$ cat src/design/arpc_pkg.sv
package arpc_pkg;

  localparam int unsigned EntriesDef = 16;

  typedef enum logic {
    FUNC_INSERT = 1'b0,
    FUNC_LOOKUP = 1'b1
  } arpc_func_e;

  typedef enum logic {
    STATUS_OK        = 1'b0,
    STATUS_NOT_FOUND = 1'b1
  } arpc_status_e;

  typedef enum logic [1:0] {
    ST_IDLE,
    ST_SCAN,
    ST_FINISH
  } arpc_state_e;

  typedef struct packed {
    arpc_func_e  func;
    logic [31:0] ip_addr;
    logic [47:0] mac_addr;
  } arpc_in_t;

  typedef struct packed {
    arpc_status_e status;
    logic [47:0]  mac_result;
  } arpc_out_t;

  typedef struct packed {
    logic        active;
    arpc_func_e  func;
    logic [31:0] ip;
    logic [47:0] mac;
    logic        hit;
    logic [47:0] hit_mac;
    logic        free_found;
  } arpc_carry_t;

  typedef struct packed {
    logic        en;
    logic        set_key;
    logic [31:0] ip;
    logic [47:0] mac;
  } arpc_wr_t;

endpackage

$ cat src/design/arpc_cell.sv
module arpc_cell #(
  parameter int unsigned ENTRIES = arpc_pkg::EntriesDef,
  parameter int unsigned INDEX   = 0,
  localparam int unsigned IdxW   = (ENTRIES > 1) ? $clog2(ENTRIES) : 1
) (
  input  logic                  clk_i,
  input  logic                  rst_ni,
  input  arpc_pkg::arpc_carry_t carry_i,
  input  logic [IdxW-1:0]       hit_idx_i,
  input  logic [IdxW-1:0]       free_idx_i,
  output arpc_pkg::arpc_carry_t carry_o,
  output logic [IdxW-1:0]       hit_idx_o,
  output logic [IdxW-1:0]       free_idx_o,
  input  arpc_pkg::arpc_wr_t    wr_i,
  input  logic [IdxW-1:0]       wr_idx_i
);

  localparam logic [IdxW-1:0] MyIdx = IdxW'(INDEX);

  logic                  valid_q;
  logic [31:0]           ip_q;
  logic [47:0]           mac_q;
  arpc_pkg::arpc_carry_t carry_d, carry_q;
  logic [IdxW-1:0]       hit_idx_d, hit_idx_q;
  logic [IdxW-1:0]       free_idx_d, free_idx_q;
  logic                  wr_sel;

  assign wr_sel = wr_i.en && (wr_idx_i == MyIdx);

  always_comb begin
    carry_d    = carry_i;
    hit_idx_d  = hit_idx_i;
    free_idx_d = free_idx_i;
    if (carry_i.active && valid_q && (ip_q == carry_i.ip) && !carry_i.hit) begin
      carry_d.hit     = 1'b1;
      carry_d.hit_mac = mac_q;
      hit_idx_d       = MyIdx;
    end
    if (carry_i.active && !valid_q && !carry_i.free_found) begin
      carry_d.free_found = 1'b1;
      free_idx_d         = MyIdx;
    end
  end

  always_ff @(posedge clk_i or negedge rst_ni) begin
    if (!rst_ni) begin
      valid_q <= 1'b0;
      carry_q <= '0;
    end else begin
      carry_q <= carry_d;
      if (wr_sel && wr_i.set_key) begin
        valid_q <= 1'b1;
      end
    end
  end

  always_ff @(posedge clk_i) begin
    hit_idx_q  <= hit_idx_d;
    free_idx_q <= free_idx_d;
    if (wr_sel) begin
      mac_q <= wr_i.mac;
      if (wr_i.set_key) begin
        ip_q <= wr_i.ip;
      end
    end
  end

  assign carry_o    = carry_q;
  assign hit_idx_o  = hit_idx_q;
  assign free_idx_o = free_idx_q;

endmodule

$ cat src/design/arp_cache_table.sv
// Channel | Direction | Handshake            | Word
// in      | input     | in_valid_i/in_stall_o | arpc_in_t: func, ip_addr, mac_addr
// out     | output    | out_valid_o/out_stall_i | arpc_out_t: status, mac_result
//
// Each entry lives in one cell, and a request word walks the row one cell per cycle.
// A new item is accepted only in the idle state, after the last item has finished its walk and its finish state.
// An insert writes its target cell in the cycle after the walk ends.
// Reset clears every valid mark at once, so the table is empty right after reset.
// A stalled result holds the next item at the end of its walk until the result is taken.
module arp_cache_table #(
  parameter int unsigned ENTRIES = arpc_pkg::EntriesDef
) (
  input  logic                clk_i,
  input  logic                rst_ni,
  input  logic                in_valid_i,
  output logic                in_stall_o,
  input  arpc_pkg::arpc_in_t  in_word_i,
  output logic                out_valid_o,
  input  logic                out_stall_i,
  output arpc_pkg::arpc_out_t out_word_o
);

  localparam int unsigned IdxW = (ENTRIES > 1) ? $clog2(ENTRIES) : 1;

  arpc_pkg::arpc_state_e state_d, state_q;
  arpc_pkg::arpc_carry_t inj_d, inj_q;
  arpc_pkg::arpc_carry_t res_d, res_q;
  logic [IdxW-1:0]       res_hidx_d, res_hidx_q;
  logic [IdxW-1:0]       res_fidx_d, res_fidx_q;
  logic                  out_valid_d, out_valid_q;
  arpc_pkg::arpc_out_t   out_d, out_q;
  arpc_pkg::arpc_wr_t    wr;
  logic [IdxW-1:0]       wr_idx;
  logic                  accept;

  arpc_pkg::arpc_carry_t carry [ENTRIES+1];
  logic [IdxW-1:0]       hidx  [ENTRIES+1];
  logic [IdxW-1:0]       fidx  [ENTRIES+1];

  assign carry[0] = inj_q;
  assign hidx[0]  = '0;
  assign fidx[0]  = '0;

  for (genvar g = 0; g < ENTRIES; g++) begin : g_cell
    arpc_cell #(
      .ENTRIES(ENTRIES),
      .INDEX  (g)
    ) u_cell (
      .clk_i     (clk_i),
      .rst_ni    (rst_ni),
      .carry_i   (carry[g]),
      .hit_idx_i (hidx[g]),
      .free_idx_i(fidx[g]),
      .carry_o   (carry[g+1]),
      .hit_idx_o (hidx[g+1]),
      .free_idx_o(fidx[g+1]),
      .wr_i      (wr),
      .wr_idx_i  (wr_idx)
    );
  end

  assign in_stall_o = (state_q != arpc_pkg::ST_IDLE);
  assign accept     = in_valid_i && !in_stall_o;

  always_comb begin
    state_d     = state_q;
    inj_d       = inj_q;
    res_d       = res_q;
    res_hidx_d  = res_hidx_q;
    res_fidx_d  = res_fidx_q;
    out_d       = out_q;
    out_valid_d = out_valid_q && out_stall_i;
    wr          = '0;
    wr.set_key  = !res_q.hit;
    wr.ip       = res_q.ip;
    wr.mac      = res_q.mac;
    if (res_q.hit) begin
      wr_idx = res_hidx_q;
    end else if (res_q.free_found) begin
      wr_idx = res_fidx_q;
    end else begin
      wr_idx = '0;
    end
    inj_d.active = 1'b0;

    case (state_q)
      arpc_pkg::ST_IDLE: begin
        if (accept) begin
          inj_d.active     = 1'b1;
          inj_d.func       = in_word_i.func;
          inj_d.ip         = in_word_i.ip_addr;
          inj_d.mac        = in_word_i.mac_addr;
          inj_d.hit        = 1'b0;
          inj_d.hit_mac    = '0;
          inj_d.free_found = 1'b0;
          state_d          = arpc_pkg::ST_SCAN;
        end
      end
      arpc_pkg::ST_SCAN: begin
        if (carry[ENTRIES].active) begin
          res_d      = carry[ENTRIES];
          res_hidx_d = hidx[ENTRIES];
          res_fidx_d = fidx[ENTRIES];
          state_d    = arpc_pkg::ST_FINISH;
        end
      end
      arpc_pkg::ST_FINISH: begin
        wr.en = (res_q.func == arpc_pkg::FUNC_INSERT);
        if (!out_valid_q || !out_stall_i) begin
          out_valid_d = 1'b1;
          if (res_q.func == arpc_pkg::FUNC_INSERT) begin
            out_d.status     = arpc_pkg::STATUS_OK;
            out_d.mac_result = '0;
          end else if (res_q.hit) begin
            out_d.status     = arpc_pkg::STATUS_OK;
            out_d.mac_result = res_q.hit_mac;
          end else begin
            out_d.status     = arpc_pkg::STATUS_NOT_FOUND;
            out_d.mac_result = '0;
          end
          state_d = arpc_pkg::ST_IDLE;
        end
      end
      default: begin
        state_d = arpc_pkg::ST_IDLE;
      end
    endcase
  end

  always_ff @(posedge clk_i or negedge rst_ni) begin
    if (!rst_ni) begin
      state_q     <= arpc_pkg::ST_IDLE;
      inj_q       <= '0;
      out_valid_q <= 1'b0;
    end else begin
      state_q     <= state_d;
      inj_q       <= inj_d;
      out_valid_q <= out_valid_d;
    end
  end

  always_ff @(posedge clk_i) begin
    res_q      <= res_d;
    res_hidx_q <= res_hidx_d;
    res_fidx_q <= res_fidx_d;
    out_q      <= out_d;
  end

  assign out_valid_o = out_valid_q;
  assign out_word_o  = out_q;

endmodule
$ cat config.mk
export PLATFORM = sky130hd
export DESIGN_NAME = arp_cache_table
export DESIGN_NICKNAME = d
export VERILOG_FILES = /design/src/design/arpc_pkg.sv /design/src/design/arpc_cell.sv /design/src/design/arp_cache_table.sv
export SDC_FILE = /design/constraint.sdc
export NUM_CORES = 2
export LEC_CHECK = 0
export BUFFER_PORTS_ARGS = -buffer_cell sky130_fd_sc_hd__buf_4
export CAP_MARGIN = 0
export CORE_ASPECT_RATIO = 0.6
export CORE_MARGIN = 2
export CORE_UTILIZATION = 35
export CTS_BUF_LIST = sky130_fd_sc_hd__clkbuf_2
export DETAILED_ROUTE_END_ITERATION = 10
export SLEW_MARGIN = 5
export SYNTH_ARGS = -nofsm -noshare
export SYNTH_HDL_FRONTEND = slang
export SYNTH_SLANG_ARGS = --single-unit
$ cat constraint.sdc
create_clock -name clk_i -period 6.6 [get_ports clk_i]
set_input_delay 0.33 -clock clk_i [delete_from_list [all_inputs] [get_ports clk_i]]
set_output_delay 0.33 -clock clk_i [all_outputs]
set_load 0.05 [all_outputs]
==> metrics.csv <==
stage;metric;value;unit
run_status;outcome;finished, final reports clean;
drt;vias;55553;
power_and_ir_drop;p_leak;58.8;nW
clocking;root_buffer;clkbuf_2;
timing;relSlewSlack;18.9;%
timing;skew;266;ps
clocking;clk_latency;1930;ps
setup_path;crit_type;flip-flop to flip-flop;
logic_synthesis;synthSimpleGateAreaFrac;3.10;%
drt;drt_iter0_drc;5694;
logic_synthesis;avgSynthCellArea;20.3;sq um
timing;holdWs;226;ps
timing;worstMarginPinSlew;1220;ps
clocking;cts_tree;done;
clocking;htree_levels;6;
setup_path;worst_setup_path_end_kind;flip-flop;
placement;hpwl;155;mm
setup_path;cp_max_fo;58;
worst_hold_path;hp-class;flip-flop to flip-flop;
logic_synthesis;ys_seq_area_share;84.6;%
global_routing;grt_usage;15.2;%
timing;hold_viol;0;
worst_hold_path;whs_path_depth;0;
clocking;cts_buffers;821;
logic_synthesis;yosys.area_share.xor_xnor;2.90;%
timing;tns;0;ps
floorplan;coreArea;0.341;sq mm
power_and_ir_drop;ir_drop;170;uV
timing;drv_slew;0;
global_routing;grt_max_degree;174;
floorplan;dieArea;0.347;sq mm
finish;drive_above_1_share;32.4;%
drt;routed_wirelength;265;mm
clocking;clkSinkCount;3779;
clocking;clk_pin_slew;100;ps
setup_path;start_kind;flip-flop;
logic_synthesis;synth_edf_count;1468;
drt;final_antenna_net_count;0;
logic_synthesis;ys_top_cells_by_area;dfrtp_1 46%, edfxtp_1 37%, mux2_2 6.6%;
timing;min_period;3900;ps
timing;rsz0062_at_grt;false;
finish;stdcell_count;12407;
placement;io_buffers;135;
logic_synthesis;synth-compound-area-share;0.809;%
floorplan;die_height;457;um
floorplan;start_util;35.2;%
global_routing;antenna_found_initial;45;
global_routing;grt_pass1_vias;59141;
finish;syn_to_final_growth;15.2;%
placement;placed_cells;10582;
logic_synthesis;synthesis.nets;6002;
logic_synthesis;yosysWarnings;0;
setup_path;slowest_delay;920;ps
logic_synthesis;synth_fa_ha_area_share;0;%
drt;routedWlPerCell;21.4;um
logic_synthesis;syn_area;0.120;sq mm
timing;finalSetupViolCount;0;
drt;drcViolationCount;0;
power_and_ir_drop;powerDensity;339;mW/mm^2
logic_synthesis;synthCells;5917;
setup_path;arrival;5220;ps
run;drv_cap;0;
floorplan;die_w;760;um
logic_synthesis;synth_cell_types;60;
setup_path;path_cells;buf_4 > a22oi_1 > nand2b_1 > nor2_4 > buf_4;
finish;fin_nets;7231;
logic_synthesis;muxShareOfSynthArea;7.82;%
timing;timing.final.crit_share;59.1;%
logic_synthesis;synth-seq-cells;3779;
global_routing;grt-ovfl-total;0;
setup_path;cp_slowest_cell;nor2_4;
logic_synthesis;async_flop_share;58.6;%
placement;gp_congestion;0.858;
logic_synthesis;yosysTopAreaCell;dfrtp_1;
logic_synthesis;yosysTopAreaCellShare;46.2;%
clocking;cts_buffer_depth;4;
clocking;cts_setup_buffers;0;
setup_path;cp_data_required_time;7920;ps
floorplan;rows;166;
drt;drtPass1Iterations;5;
setup_path;crit_path_frequent_cell;buf_4;
logic_synthesis;synth-main-ff-cell;dfrtp_1;
setup_path;r2r_cells;5;
timing;fmax;256;MHz
drt;viasPerCell;4.48;
logic_synthesis;synth_top_family_by_area;multiplexers;
power_and_ir_drop;p_total;0.0469;W
floorplan;io_pins;136;
global_routing;grt_pass1_wl;391;mm
==> worst max-delay path: cells and delay by family (launching register included) <==
family                 cells  cell delay (ps)
AO/OA/AOI/OAI              1              310
AND/OR/NAND/NOR            2             1330
flip-flops                 1              520
buffers and inverters      2             1170
==> synthesized netlist by cell type, types with 8 or more instances <==
cell type,count
and3_1,50
mux2_4,92
nand3_1,17
inv_1,87
and2_1,60
nand2b_1,116
o221ai_1,13
nand2_1,23
nor2_1,60
buf_6,12
buf_1,10
o21bai_1,8
xor2_1,209
dfrtp_1,2213
clkbuf_1,64
a2111o_1,8
xnor2_1,188
dfxtp_1,98
nor4_1,63
a2111oi_0,11
nand4_1,57
or4_1,11
o2111ai_1,18
or2_2,46
nor3_1,23
nor2b_1,85
mux2_2,702
edfxtp_1,1468
buf_2,22
==> cell families (layout without fill, tap and decap cells) <==
family	after synthesis	in the layout
xor+xnor	397	397
mux	802	802
compound gates	115	115
buf+inv	199	2132
other cells	0	21
flops	3779	3779
simple gates	625	625
==> per-stage QoR <==
stage,instance area [sq um],util (%),setup slack (ps)
floorplan,120000,-,2100
global placement,127000,37.3,2820
detailed placement,127000,37.3,2870
CTS,138000,40.5,2730
global route,138000,40.5,2490
finish,138000,40.5,2700
==> state kept, by name, indices dropped and copies added (netlist names), 2 cells and up <==
signal	cells
carry	82
g_cell.u_cell.carry_o	2112
g_cell.u_cell.free_idx_o	49
g_cell.u_cell.hit_idx_o	49
g_cell.u_cell.ip_q	512
g_cell.u_cell.mac_q	768
g_cell.u_cell.valid_q	16
out_word_o	49
res_fidx_q	4
res_hidx_q	4
res_q	131
state_q	2
==> what timing repair did <==
item / CTS / global route
hold buffers: 277 / 0
resized for setup: 0 / 0
hold endpoints to repair: 2347 / 0
==> layout by cell type, fill, tap and decap left out, types with 6 or more instances in the layout <==
cell / count
a2111o_1: 8
buf_12: 15
o22ai_1: 7
nor3_1: 18
clkinv_1: 114
nor2_4: 18
clkinvlp_4: 6
mux2_2: 702
or4_1: 10
mux2_1: 7
buf_4: 225
dfrtp_1: 2213
a2111oi_0: 11
o2111ai_1: 18
dlygate4sd3_1: 276
clkbuf_2: 1353
nand4_1: 57
nand2b_1: 116
xor2_1: 209
nor2_2: 12
o21bai_1: 8
dfxtp_1: 98
inv_2: 10
o221ai_1: 13
clkinv_2: 9
diode_2: 21
nand3_1: 17
and3_1: 50
and2_1: 60
nor2_1: 30
nor4_1: 62
or2_2: 46
xnor2_1: 188
nand2_1: 23
nor2b_1: 85
bufinv_16: 15
edfxtp_1: 1468
mux2_4: 92
inv_1: 87
inv_6: 10
==> worst paths after layout <==
kind / start / endpoint / slack, ps
min in group asynchronous: rst_ni / g_cell[8].u_cell.carry_o[68] / 850
max in group asynchronous: rst_ni / g_cell[15].u_cell.carry_o[37] / 3460
max: res_q[49] / g_cell[7].u_cell.mac_q[11] / 2700
max reg2reg: res_q[49] / g_cell[7].u_cell.mac_q[11] / 2700
min: g_cell[3].u_cell.carry_o[90] / g_cell[4].u_cell.carry_o[90] / 230
min reg2reg: g_cell[3].u_cell.carry_o[90] / g_cell[4].u_cell.carry_o[90] / 230
==> routing by layer <==
layer | track usage [%] | share of wire [%] | vias to the layer above
met2 | 20.1 | 40 | 2241
li1 | - | - | 24084
met4 | 4.43 | 2.2 | 14
met1 | 23.0 | 47 | 28805
met3 | 5.98 | 11 | 409
met5 | 0 | 0.031 | -
==> power breakdown <==
group          leakage (nW)  switching (W)  total (W)  internal (W)
clock network          6.19        0.00886     0.0149       0.00599
logic                  10.9        0.00101    0.00233       0.00131
registers              41.7        0.00226     0.0297        0.0274
total                  58.8         0.0121     0.0469        0.0347
==> layout make-up <==
| cell class | count | area [sq um] |
|---|---|---|
| multi-input cells | 1939 | 17800 |
| flip-flops and latches | 3779 | 101000 |
| inverters | 87 | 327 |
| fillers | 30611 | 203000 |
| clock buffers | 1353 | 6770 |
| well taps | 4536 | 5680 |
| diodes | 21 | 52.6 |
| clock inverters | 174 | 1210 |
| repair buffers | 518 | 4810 |
Power figures use the tool's default switching activity.
